==> src/sv/tsq_pkg.sv <==
// Shared types and constants for the two-stack queue.
// Used by two_stack_queue_core.
package tsq_pkg;

  localparam int DEF_STACK_DEPTH = 16;
  localparam int DEF_DATA_WIDTH  = 32;

  localparam int CAP_W    = 5;
  localparam int STATUS_W = 2;
  localparam int COUNT_W  = 6;

  localparam logic [CAP_W-1:0] CAP_RESET = 5'd16;

  typedef enum logic [STATUS_W-1:0] {
    STATUS_OK    = 2'd0,
    STATUS_FULL  = 2'd1,
    STATUS_EMPTY = 2'd2
  } qstat_t;

  localparam logic MODE_ENQ = 1'b0;
  localparam logic MODE_DEQ = 1'b1;

endpackage

==> src/sv/tsq_stack_ram.sv <==
// Stack storage: one write port, one read port with registered read data.
// No dependencies.
module tsq_stack_ram #(
  parameter int DEPTH = 16,
  parameter int WIDTH = 32
) (
  input  logic                     clk,
  input  logic                     wr_en,
  input  logic [$clog2(DEPTH)-1:0] wr_addr,
  input  logic [WIDTH-1:0]         wr_data,
  input  logic                     rd_en,
  input  logic [$clog2(DEPTH)-1:0] rd_addr,
  output logic [WIDTH-1:0]         rd_data
);

  logic [WIDTH-1:0] mem [DEPTH];

  always_ff @(posedge clk) begin
    if (wr_en) begin
      mem[wr_addr] <= wr_data;
    end
  end

  always_ff @(posedge clk) begin
    if (rd_en) begin
      rd_data <= mem[rd_addr];
    end
  end

endmodule

==> src/sv/two_stack_queue_core.sv <==
// Top level of the two-stack FIFO queue.
// Depends on tsq_pkg and tsq_stack_ram.
//
// Usage:
//   Input channel (in_valid/in_ready, mode, data_in): mode 0 pushes data_in,
//   mode 1 pops the oldest word. Output channel (out_valid/out_ready,
//   status, data_out, count): exactly one result per input transfer, in order.
//   cfg_wr_en/cfg_wr_data write the capacity register; write only when idle.
// Result path: an enqueue, or a dequeue on an empty queue, loads the result
//   register as the input is taken; a dequeue with a non-empty output stack
//   pops it in S_POP; otherwise the output stack is refilled in S_MOVE.
//   The refill moves one word per cycle through the input stack's read port
//   and the output stack's write port. A new item is taken once the result
//   register is free or being emptied, so enqueues run one per cycle while
//   the receiver takes each result.
// Reset: both stacks become empty and capacity returns to 16; no memory
//   clearing pass is needed.
// Receiver stall: the result stays in the output register and in_ready drops
//   until it is taken.
module two_stack_queue_core #(
  parameter int STACK_DEPTH = tsq_pkg::DEF_STACK_DEPTH,
  parameter int DATA_WIDTH  = tsq_pkg::DEF_DATA_WIDTH
) (
  input  logic                         clk,
  input  logic                         rst,
  input  logic                         in_valid,
  output logic                         in_ready,
  input  logic                         mode,
  input  logic [DATA_WIDTH-1:0]        data_in,
  output logic                         out_valid,
  input  logic                         out_ready,
  output logic [tsq_pkg::STATUS_W-1:0] status,
  output logic [DATA_WIDTH-1:0]        data_out,
  output logic [tsq_pkg::COUNT_W-1:0]  count,
  input  logic                         cfg_wr_en,
  input  logic [tsq_pkg::CAP_W-1:0]    cfg_wr_data
);

  localparam int ADDR_W  = $clog2(STACK_DEPTH);
  localparam int DEPTH_W = $clog2(STACK_DEPTH + 1);
  localparam int SUM_W   = DEPTH_W + 1;
  localparam int CMP_W   = (DEPTH_W > tsq_pkg::CAP_W) ? DEPTH_W : tsq_pkg::CAP_W;

  typedef enum logic [2:0] {
    S_IDLE = 3'b001,
    S_POP  = 3'b010,
    S_MOVE = 3'b100
  } state_t;

  state_t                     state, state_next;
  logic [DEPTH_W-1:0]         in_depth, in_depth_next;
  logic [DEPTH_W-1:0]         out_depth, out_depth_next;
  logic                       mv_pend, mv_pend_next;
  logic [tsq_pkg::CAP_W-1:0]  capacity;

  logic                       in_we, in_re, out_we, out_re;
  logic [ADDR_W-1:0]          in_waddr, in_raddr, out_waddr, out_raddr;
  logic [DATA_WIDTH-1:0]      in_rdata, out_rdata;

  logic                       res_load;
  tsq_pkg::qstat_t            res_status;
  logic [DATA_WIDTH-1:0]      res_data;

  logic [DEPTH_W-1:0]         in_dm1, out_dm1, in_dp1;
  logic [SUM_W-1:0]           sum_next;
  logic                       full, take;

  assign in_dm1  = in_depth - DEPTH_W'(1);
  assign out_dm1 = out_depth - DEPTH_W'(1);
  assign in_dp1  = in_depth + DEPTH_W'(1);
  assign full    = (CMP_W'(in_depth) >= CMP_W'(capacity)) ||
                   (in_depth >= DEPTH_W'(STACK_DEPTH));
  assign in_ready = (state == S_IDLE) && (!out_valid || out_ready);
  assign take     = in_valid && in_ready;
  assign sum_next = SUM_W'(in_depth_next) + SUM_W'(out_depth_next);

  assign in_waddr  = in_depth[ADDR_W-1:0];
  assign in_raddr  = in_dm1[ADDR_W-1:0];
  assign out_waddr = out_depth[ADDR_W-1:0];
  assign out_raddr = out_dm1[ADDR_W-1:0];

  tsq_stack_ram #(.DEPTH(STACK_DEPTH), .WIDTH(DATA_WIDTH)) u_in_stack (
    .clk     (clk),
    .wr_en   (in_we),
    .wr_addr (in_waddr),
    .wr_data (data_in),
    .rd_en   (in_re),
    .rd_addr (in_raddr),
    .rd_data (in_rdata)
  );

  tsq_stack_ram #(.DEPTH(STACK_DEPTH), .WIDTH(DATA_WIDTH)) u_out_stack (
    .clk     (clk),
    .wr_en   (out_we),
    .wr_addr (out_waddr),
    .wr_data (in_rdata),
    .rd_en   (out_re),
    .rd_addr (out_raddr),
    .rd_data (out_rdata)
  );

  always_comb begin
    state_next     = state;
    in_depth_next  = in_depth;
    out_depth_next = out_depth;
    mv_pend_next   = mv_pend;
    in_we          = 1'b0;
    in_re          = 1'b0;
    out_we         = 1'b0;
    out_re         = 1'b0;
    res_load       = 1'b0;
    res_status     = tsq_pkg::STATUS_OK;
    res_data       = '0;
    unique case (state)
      S_IDLE: begin
        if (take) begin
          if (mode == tsq_pkg::MODE_ENQ) begin
            res_load = 1'b1;
            if (full) begin
              res_status = tsq_pkg::STATUS_FULL;
            end else begin
              in_we         = 1'b1;
              in_depth_next = in_dp1;
            end
          end else if (out_depth != '0) begin
            out_re         = 1'b1;
            out_depth_next = out_dm1;
            state_next     = S_POP;
          end else if (in_depth == '0) begin
            res_load   = 1'b1;
            res_status = tsq_pkg::STATUS_EMPTY;
          end else begin
            mv_pend_next = 1'b0;
            state_next   = S_MOVE;
          end
        end
      end
      S_POP: begin
        res_load   = 1'b1;
        res_data   = out_rdata;
        state_next = S_IDLE;
      end
      S_MOVE: begin
        // read next input entry while writing the previous one; the oldest
        // word is returned directly instead of being written
        in_re        = (in_depth != '0);
        mv_pend_next = (in_depth != '0);
        if (in_depth != '0) begin
          in_depth_next = in_dm1;
        end
        if (mv_pend) begin
          if (in_depth == '0) begin
            res_load   = 1'b1;
            res_data   = in_rdata;
            state_next = S_IDLE;
          end else begin
            out_we         = 1'b1;
            out_depth_next = out_depth + DEPTH_W'(1);
          end
        end
      end
      default: begin
        state_next = S_IDLE;
      end
    endcase
  end

  always_ff @(posedge clk) begin
    if (rst) begin
      state     <= S_IDLE;
      in_depth  <= '0;
      out_depth <= '0;
      mv_pend   <= 1'b0;
      capacity  <= tsq_pkg::CAP_RESET;
      out_valid <= 1'b0;
    end else begin
      state     <= state_next;
      in_depth  <= in_depth_next;
      out_depth <= out_depth_next;
      mv_pend   <= mv_pend_next;
      if (cfg_wr_en) begin
        capacity <= cfg_wr_data;
      end
      if (res_load) begin
        out_valid <= 1'b1;
      end else if (out_ready) begin
        out_valid <= 1'b0;
      end
    end
  end

  always_ff @(posedge clk) begin
    if (res_load) begin
      status   <= res_status;
      data_out <= res_data;
      count    <= tsq_pkg::COUNT_W'(sum_next);
    end
  end

endmodule
==> config.mk <==
export PLATFORM = sky130hd
export DESIGN_NAME = two_stack_queue_core
export DESIGN_NICKNAME = d
export VERILOG_FILES = /design/src/sv/tsq_pkg.sv /design/src/sv/tsq_stack_ram.sv /design/src/sv/two_stack_queue_core.sv
export SDC_FILE = /design/constraint.sdc
export NUM_CORES = 1
export LEC_CHECK = 0
export BUFFER_PORTS_ARGS = -buffer_cell sky130_fd_sc_hd__buf_4
export CAP_MARGIN = 20
export CELL_PAD_IN_SITES_DETAIL_PLACEMENT = 2
export CELL_PAD_IN_SITES_GLOBAL_PLACEMENT = 2
export CORE_MARGIN = 1.5
export CORE_UTILIZATION = 40
export CTS_CLUSTER_DIAMETER = 40
export CTS_CLUSTER_SIZE = 14
export DETAILED_ROUTE_END_ITERATION = 6
export HOLD_SLACK_MARGIN = 0.03
export PLACE_DENSITY_LB_ADDON = 0.1
export SYNTH_ARGS = -nofsm -noshare
export SYNTH_HDL_FRONTEND = slang
export SYNTH_SLANG_ARGS = --single-unit
==> constraint.sdc <==
create_clock -name clk -period 6.8 [get_ports clk]
set_input_delay 1.02 -clock clk [delete_from_list [all_inputs] [get_ports clk]]
set_output_delay 1.02 -clock clk [all_outputs]
set_load 0.03 [all_outputs]
After elaboration in Yosys (flattened, before gate mapping)
Memory sizes are Yosys's and may differ from the RTL's. A register that Yosys moved wholly into a read port is not among the register bits. Cells that the tools add are included.

Bits in writable memories: 1024. ROM bits: 0. Memories kept: 2. Bits in registers: 60. Word-level logic and storage cells: 95. Bits in latches: 0. Input bits: 43.

Divide/modulo/power cells: 0. Shift-type cells: 0. Reductions and logical operators: 13. Add/subtract/negate cells: 5. Multiplexer cells: 54. Equality and inequality tests: 10. Magnitude comparators: 2. $mul: 0. Bitwise logic cells: 0.

Memory list: u_in_stack.mem (depth 16, bits a word 32, read ports 1, clocked after memory_dff 1, write ports 1, line tsq_stack_ram.sv:16) `logic [WIDTH-1:0] mem [DEPTH];`; u_out_stack.mem (depth 16, bits a word 32, read ports 1, clocked after memory_dff 1, write ports 1, line tsq_stack_ram.sv:16).

Operator list (count): $mux 32 (2); $pmux 32 s2 (1); $mux 5 (9); $mux 1 (28); $pmux 5 s2 (2); $mux 3 (6); $ne 2x2->1 const B (6); $add 5x1->5 const B (2); $reduce_and 5->1 (2); $reduce_bool 5->1 (2); $sub 5x1->5 const B (2); $add 5x5->6 (1); $mux 2 (3); $pmux 3 s2 (1); $ge 5x5->1 (1); $ge 5x5->1 const B (1); $logic_not 5->1 (1); $reduce_bool 2->1 (2); $eq 3x1->1 const B (1); $eq 3x2->1 const B (1); $eq 3x3->1 const B (1); $ne 3x3->1 const B (1); $pmux 1 s3 (1); $logic_and 1x1->1 (2); other kinds (4) (5).

Longest topological paths before layout
Word-level depth: 8. Mapped depth: 17. Gate-level depth less buffers: 14.

Cells and area by module
Synthesis repeated with hierarchy kept, for this count alone.

Cells, all modules: 1962. Area, all modules: 43480.5 um2.

Modules (own cells, without submodules): tsq_stack_ram (cells an instance 838, area each 20155.6 um2, times used 2); two_stack_queue_core (cells an instance 286, area each 3169.3 um2, times used 1).

Worst setup path after synthesis
OpenSTA, ideal clock, no wires.

Kind: reg-to-reg. From: reg in_depth[0]. To: mem u_out_stack.mem[2][0], enable pin. Data required time: 6.339 ns. Clock period less this slack: 4.699 ns. Path buffers: 4. Arrival: 4.238 ns. Setup slack: 2.101 ns. Stages on the path, launching flop included: 11. Path through: dfxtp_1 buf_2 buf_2 buf_2 inv_1 ha_1 or4b_1 clkbuf_1 and3_1 nand2_1 nor3_1.

Cells in the longest elaborated chain, start to end: 6.

RTL lines: start: declaration (line two_stack_queue_core.sv:51) `logic [DEPTH_W-1:0] in_depth, in_depth_next;`; start signal: assignment (line two_stack_queue_core.sv:178) `in_depth <= in_depth_next;`; $logic_not 5->1 (line two_stack_queue_core.sv:152) `if (in_depth == '0) begin`; $mux 1 (line two_stack_queue_core.sv:152); $mux 1 (line two_stack_queue_core.sv:151) `if (mv_pend) begin`; $mux 1 (line two_stack_queue_core.sv:114) `unique case (state)`; $mux 1 (line tsq_stack_ram.sv:19) `if (wr_en) begin`; $mux 1 (implied by the code) (line tsq_stack_ram.sv:20) `mem[wr_addr] <= wr_data;`; end: declaration (line tsq_stack_ram.sv:16).

Every way passes these cells.

Worst setup path after layout
From: reg out_depth[0]. To: reg count[4] in the netlist's numbering (data pin).

Cells in the longest elaborated chain, start to end: 6. Elaborated cells between the ends (all ways): 10.

RTL lines: start: declaration (line two_stack_queue_core.sv:52) `logic [DEPTH_W-1:0] out_depth, out_depth_next;`; start signal: assignment (line two_stack_queue_core.sv:179) `out_depth <= out_depth_next;`; $sub 5x1->5 or $reduce_bool 5->1 (tied branches) (line two_stack_queue_core.sv:69, two_stack_queue_core.sv:125); $mux 5 (line two_stack_queue_core.sv:125) `end else if (out_depth != '0) begin`; $mux 5 (line two_stack_queue_core.sv:117) `if (mode == tsq_pkg::MODE_ENQ) begin`; $mux 5 (line two_stack_queue_core.sv:116) `if (take) begin`; $pmux 5 s2 (*) (line two_stack_queue_core.sv:114); via out_depth_next[0] (line two_stack_queue_core.sv:52); $add 5x5->6 (*) (line two_stack_queue_core.sv:75) `assign sum_next = SUM_W'(in_depth_next) + SUM_W'(out_depth_next);`; via sum_next[4] (line two_stack_queue_core.sv:65) `logic [SUM_W-1:0] sum_next;`; end signal: assignment (line two_stack_queue_core.sv:196) `count <= tsq_pkg::COUNT_W'(sum_next);`; end: declaration (line two_stack_queue_core.sv:34) `output logic [tsq_pkg::COUNT_W-1:0] count,`.

The timed path passes the listed nets; every way through them passes the cells marked *. A chain may end at the register's enable or synchronous reset.

==> results.sh <==
export IMPL_finalSetupViolations=0
export IMPL_die_height_um=333
export IMPL_cts_sink_count=1148
export IMPL_tritoncts_clock_tree="done"
export IMPL_p_per_area_nw_per_um2=393
export IMPL_mappedNetlistNets=1879
export IMPL_syn_area_um2=43600
export IMPL_initial_utilization_pct=40.5
export IMPL_syn_to_final_growth_pct=18.8
export IMPL_wl_per_cell_um=31.6
export IMPL_clock_root_buffer="sky130_fd_sc_hd__clkbuf_16"
export IMPL_portBuffers=84
export IMPL_synth_top_cells_by_area="sky130_fd_sc_hd__edfxtp_1, sky130_fd_sc_hd__mux4_2, sky130_fd_sc_hd__dfxtp_1"
export IMPL_worstPathRequired_ns=7.29
export IMPL_max_slew_margin_rel_pct=32.7
export IMPL_worst_hold_path_type="in -> reg"
export IMPL_detailedPlacementHpwl_mm=59.0
export IMPL_clk_transition_reported_paths_ns=0.05
export IMPL_synth_edf_count=1128
export IMPL_avgViaCountPerCell=5.59
export IMPL_maximum_number_of_pins_on_one_net_before_global_route_repair=104
export IMPL_grt_first_pass_wirelength_mm=162
export IMPL_grt_setup_unrepaired="false"
export IMPL_worstSkewPairLatency_ns=0.75
export IMPL_ys_warn_count=0
export IMPL_critical_path_class="reg -> reg"
export IMPL_critPathArrivalTime_ns=4.60
export IMPL_fp_coreArea_um2=108000
export IMPL_detailroute_via_count=19900
export IMPL_cts_buffers_inserted=160
export IMPL_utilization_pct=48.2
export IMPL_setup_worst_path_start_class="register"
export IMPL_first_pass_iters=5
export IMPL_setup_tns_ns=0
export IMPL_synth_avg_cell_area_um2=24.0
export IMPL_rows=120
export IMPL_clock_path_buffers=3
export IMPL_routed_wl_mm=113
export IMPL_max_clock_freq_ghz=0.243
export IMPL_postCtsSetupRepairBufs=0
export IMPL_finalCritPeriodShare_pct=60.4
export IMPL_power_static_leakage_nw=16.3
export IMPL_crit_chain="inv_1, ha_4, nor4b_1, or4_4, clkinv_4, o21ai_1, nand2_1, ha_1, inv_1, fa_1, inv_1, a21o_1, a21oi_1, xnor2_1"
export IMPL_outcome="complete, no violations"
export IMPL_async_flop_share_pct=0
export IMPL_synthFlopType="sky130_fd_sc_hd__edfxtp_1"
export IMPL_gpl_final_weighted_congestion=0.735
export IMPL_route_detailed_drc=0
export IMPL_drive_gt1_share_pct=36.2
export IMPL_worst_setup_path_end_kind="register"
export IMPL_grt_antenna_before_repair=6
export IMPL_cts_repair_resized=0
export IMPL_grt_usage_pct=20.7
export IMPL_detailedRoute_firstIterationViolations=1623
export IMPL_first_global_vias=22300
export IMPL_finalNetCount=2087
export IMPL_netlist_top_cell_by_area="sky130_fd_sc_hd__edfxtp_1"
export IMPL_finalCriticalPeriod_ns=4.11
export IMPL_drtAntennaViolNets=0
export IMPL_fin_skew_ns=0.0293
export IMPL_globalRouteOverflowTotal=0
export IMPL_ys_seq_area_share_pct=78.5
export IMPL_design_die_area_um2=111000
export IMPL_die_w_um=333
export IMPL_commonest_non_fill_non_tap_cells_in_the_layout="sky130_fd_sc_hd__edfxtp_1, sky130_fd_sc_hd__mux4_2, sky130_fd_sc_hd__clkbuf_16, sky130_fd_sc_hd__buf_4, sky130_fd_sc_hd__a22o_1"
export IMPL_vdd_drop_max_v=0.000255
export IMPL_cts_hold_fix_buffers=0
export IMPL_critPathSlowestCell="sky130_fd_sc_hd__dfxtp_4"
export IMPL_number_of_hold_slack_violations_in_the_final_timing_report=0
export IMPL_postSynthCellCount=1815
export IMPL_synth_seq_cells=1148
export IMPL_synth_top_area_share_pct=77.6
export IMPL_io_pin_count=85
export IMPL_max_slew_worst_pin_slew_ns=1.01
export IMPL_critical_path_peak_fanout=36
export IMPL_synthDistinctLibCells=59
export IMPL_critical_path_most_common_cell="sky130_fd_sc_hd__inv_1"
export IMPL_drv_slew=0
export IMPL_cts_htree_levels=4
export IMPL_maxCapViolCount=0
export IMPL_mostFrequentLayoutCell="sky130_fd_sc_hd__edfxtp_1"
export IMPL_max_stage_delay_ns=0.77
## layout make-up
class	instances	area [um^2]
fillers	9293	55800
flip-flops and latches	1148	34300
multi-input cells	558	9130
clock buffers	182	4210
well taps	1403	1760
clock inverters	115	1310
repair buffers	137	1070
inverters	18	72.6
diodes	2	5.00
## stage by stage
step	total power (W)	setup slack, ns	std cells	hold WS, ns	area (um^2)
6_report	0.0203	2.69	3563	0.496	51800
5_1_grt	0.0211	2.39	3562	0.482	51800
4_1_cts	0.0207	2.24	3560	0.438	51800
3_5_place_dp	0.0120	2.26	3263	0.496	46300
3_3_place_gp	0.0120	2.42	3263	0.477	46300
2_1_floorplan	0.0109	2.10	1815	0.460	43600
## synthesized netlist by cell type, drive strengths merged, types with 6 or more instances
library cell / count
nand3: 13
inv: 17
dfxtp: 20
nand2: 17
xnor2: 7
clkbuf: 54
ha: 20
nor3: 9
a21oi: 9
a22o: 33
edfxtp: 1128
buf: 37
nand4: 6
and3: 16
mux4: 320
nor2: 29
## layer usage
layer,vias to the layer above,GRT usage (%),part of all wire (%)
met2,441,35.6,52
li1,8297,-,-
met5,-,0,0.027
met4,6,6.24,2.2
met1,11000,26.9,42
met3,186,3.67,4.2
## worst max-delay path, delay by kind of cell (launching register included)
| kind | cells | cell delay, ns |
|---|---|---|
| AOI/OAI and AO/OA | 3 | 0.36 |
| xor gates and xnor gates | 1 | 0.13 |
| and+or+nand+nor | 3 | 0.89 |
| buffers and inverters | 4 | 0.83 |
| adders and majority gates | 3 | 0.87 |
| DFF | 1 | 0.77 |
## logic make-up (layout without fill, tap and decap cells)
group                      count (synthesis)  count (layout)  synth area share, %
other                                      0               2                    0
and+or+nand+nor                          123             123                 1.53
DFF                                     1148            1148                 78.5
xor gates and xnor gates                   9               9                0.181
adders and majority gates                 21              21                0.619
AOI/OAI and AO/OA                         80              80                 1.46
buffers and inverters                    109             452                 1.06
muxes                                    325             325                 16.6
## sequential cells by signal, summed over array words and instances (netlist names)
register / flops
out_valid: 1
u_in_stack.rd_data: 32
status: 2
capacity: 5
data_out: 32
mv_pend: 1
u_out_stack.mem: 512
state: 3
u_in_stack.mem: 512
u_out_stack.rd_data: 32
in_depth: 5
out_depth: 5
count: 6
## power by group
group	switching [W]	internal (W)	total, W
registers	0.000135	0.00808	0.00822
clock network	0.00332	0.00522	0.00854
logic	0.00187	0.00173	0.00359
## worst paths after layout
path                                               start                  endpoint  slack (ns)  cells past startpoint
worst max-delay path             out_depth[0]$_SDFF_PP0_        count[4]$_DFFE_PP_        2.69                     14
worst min-delay path                      cfg_wr_data[4]  capacity[4]$_SDFFE_PP1P_        0.50                      3
worst max register to register   out_depth[0]$_SDFF_PP0_        count[4]$_DFFE_PP_        2.69                     14
worst min register to register  capacity[4]$_SDFFE_PP1P_  capacity[4]$_SDFFE_PP1P_        0.50                      2
No activity file was read; power rests on OpenSTA's default activity.
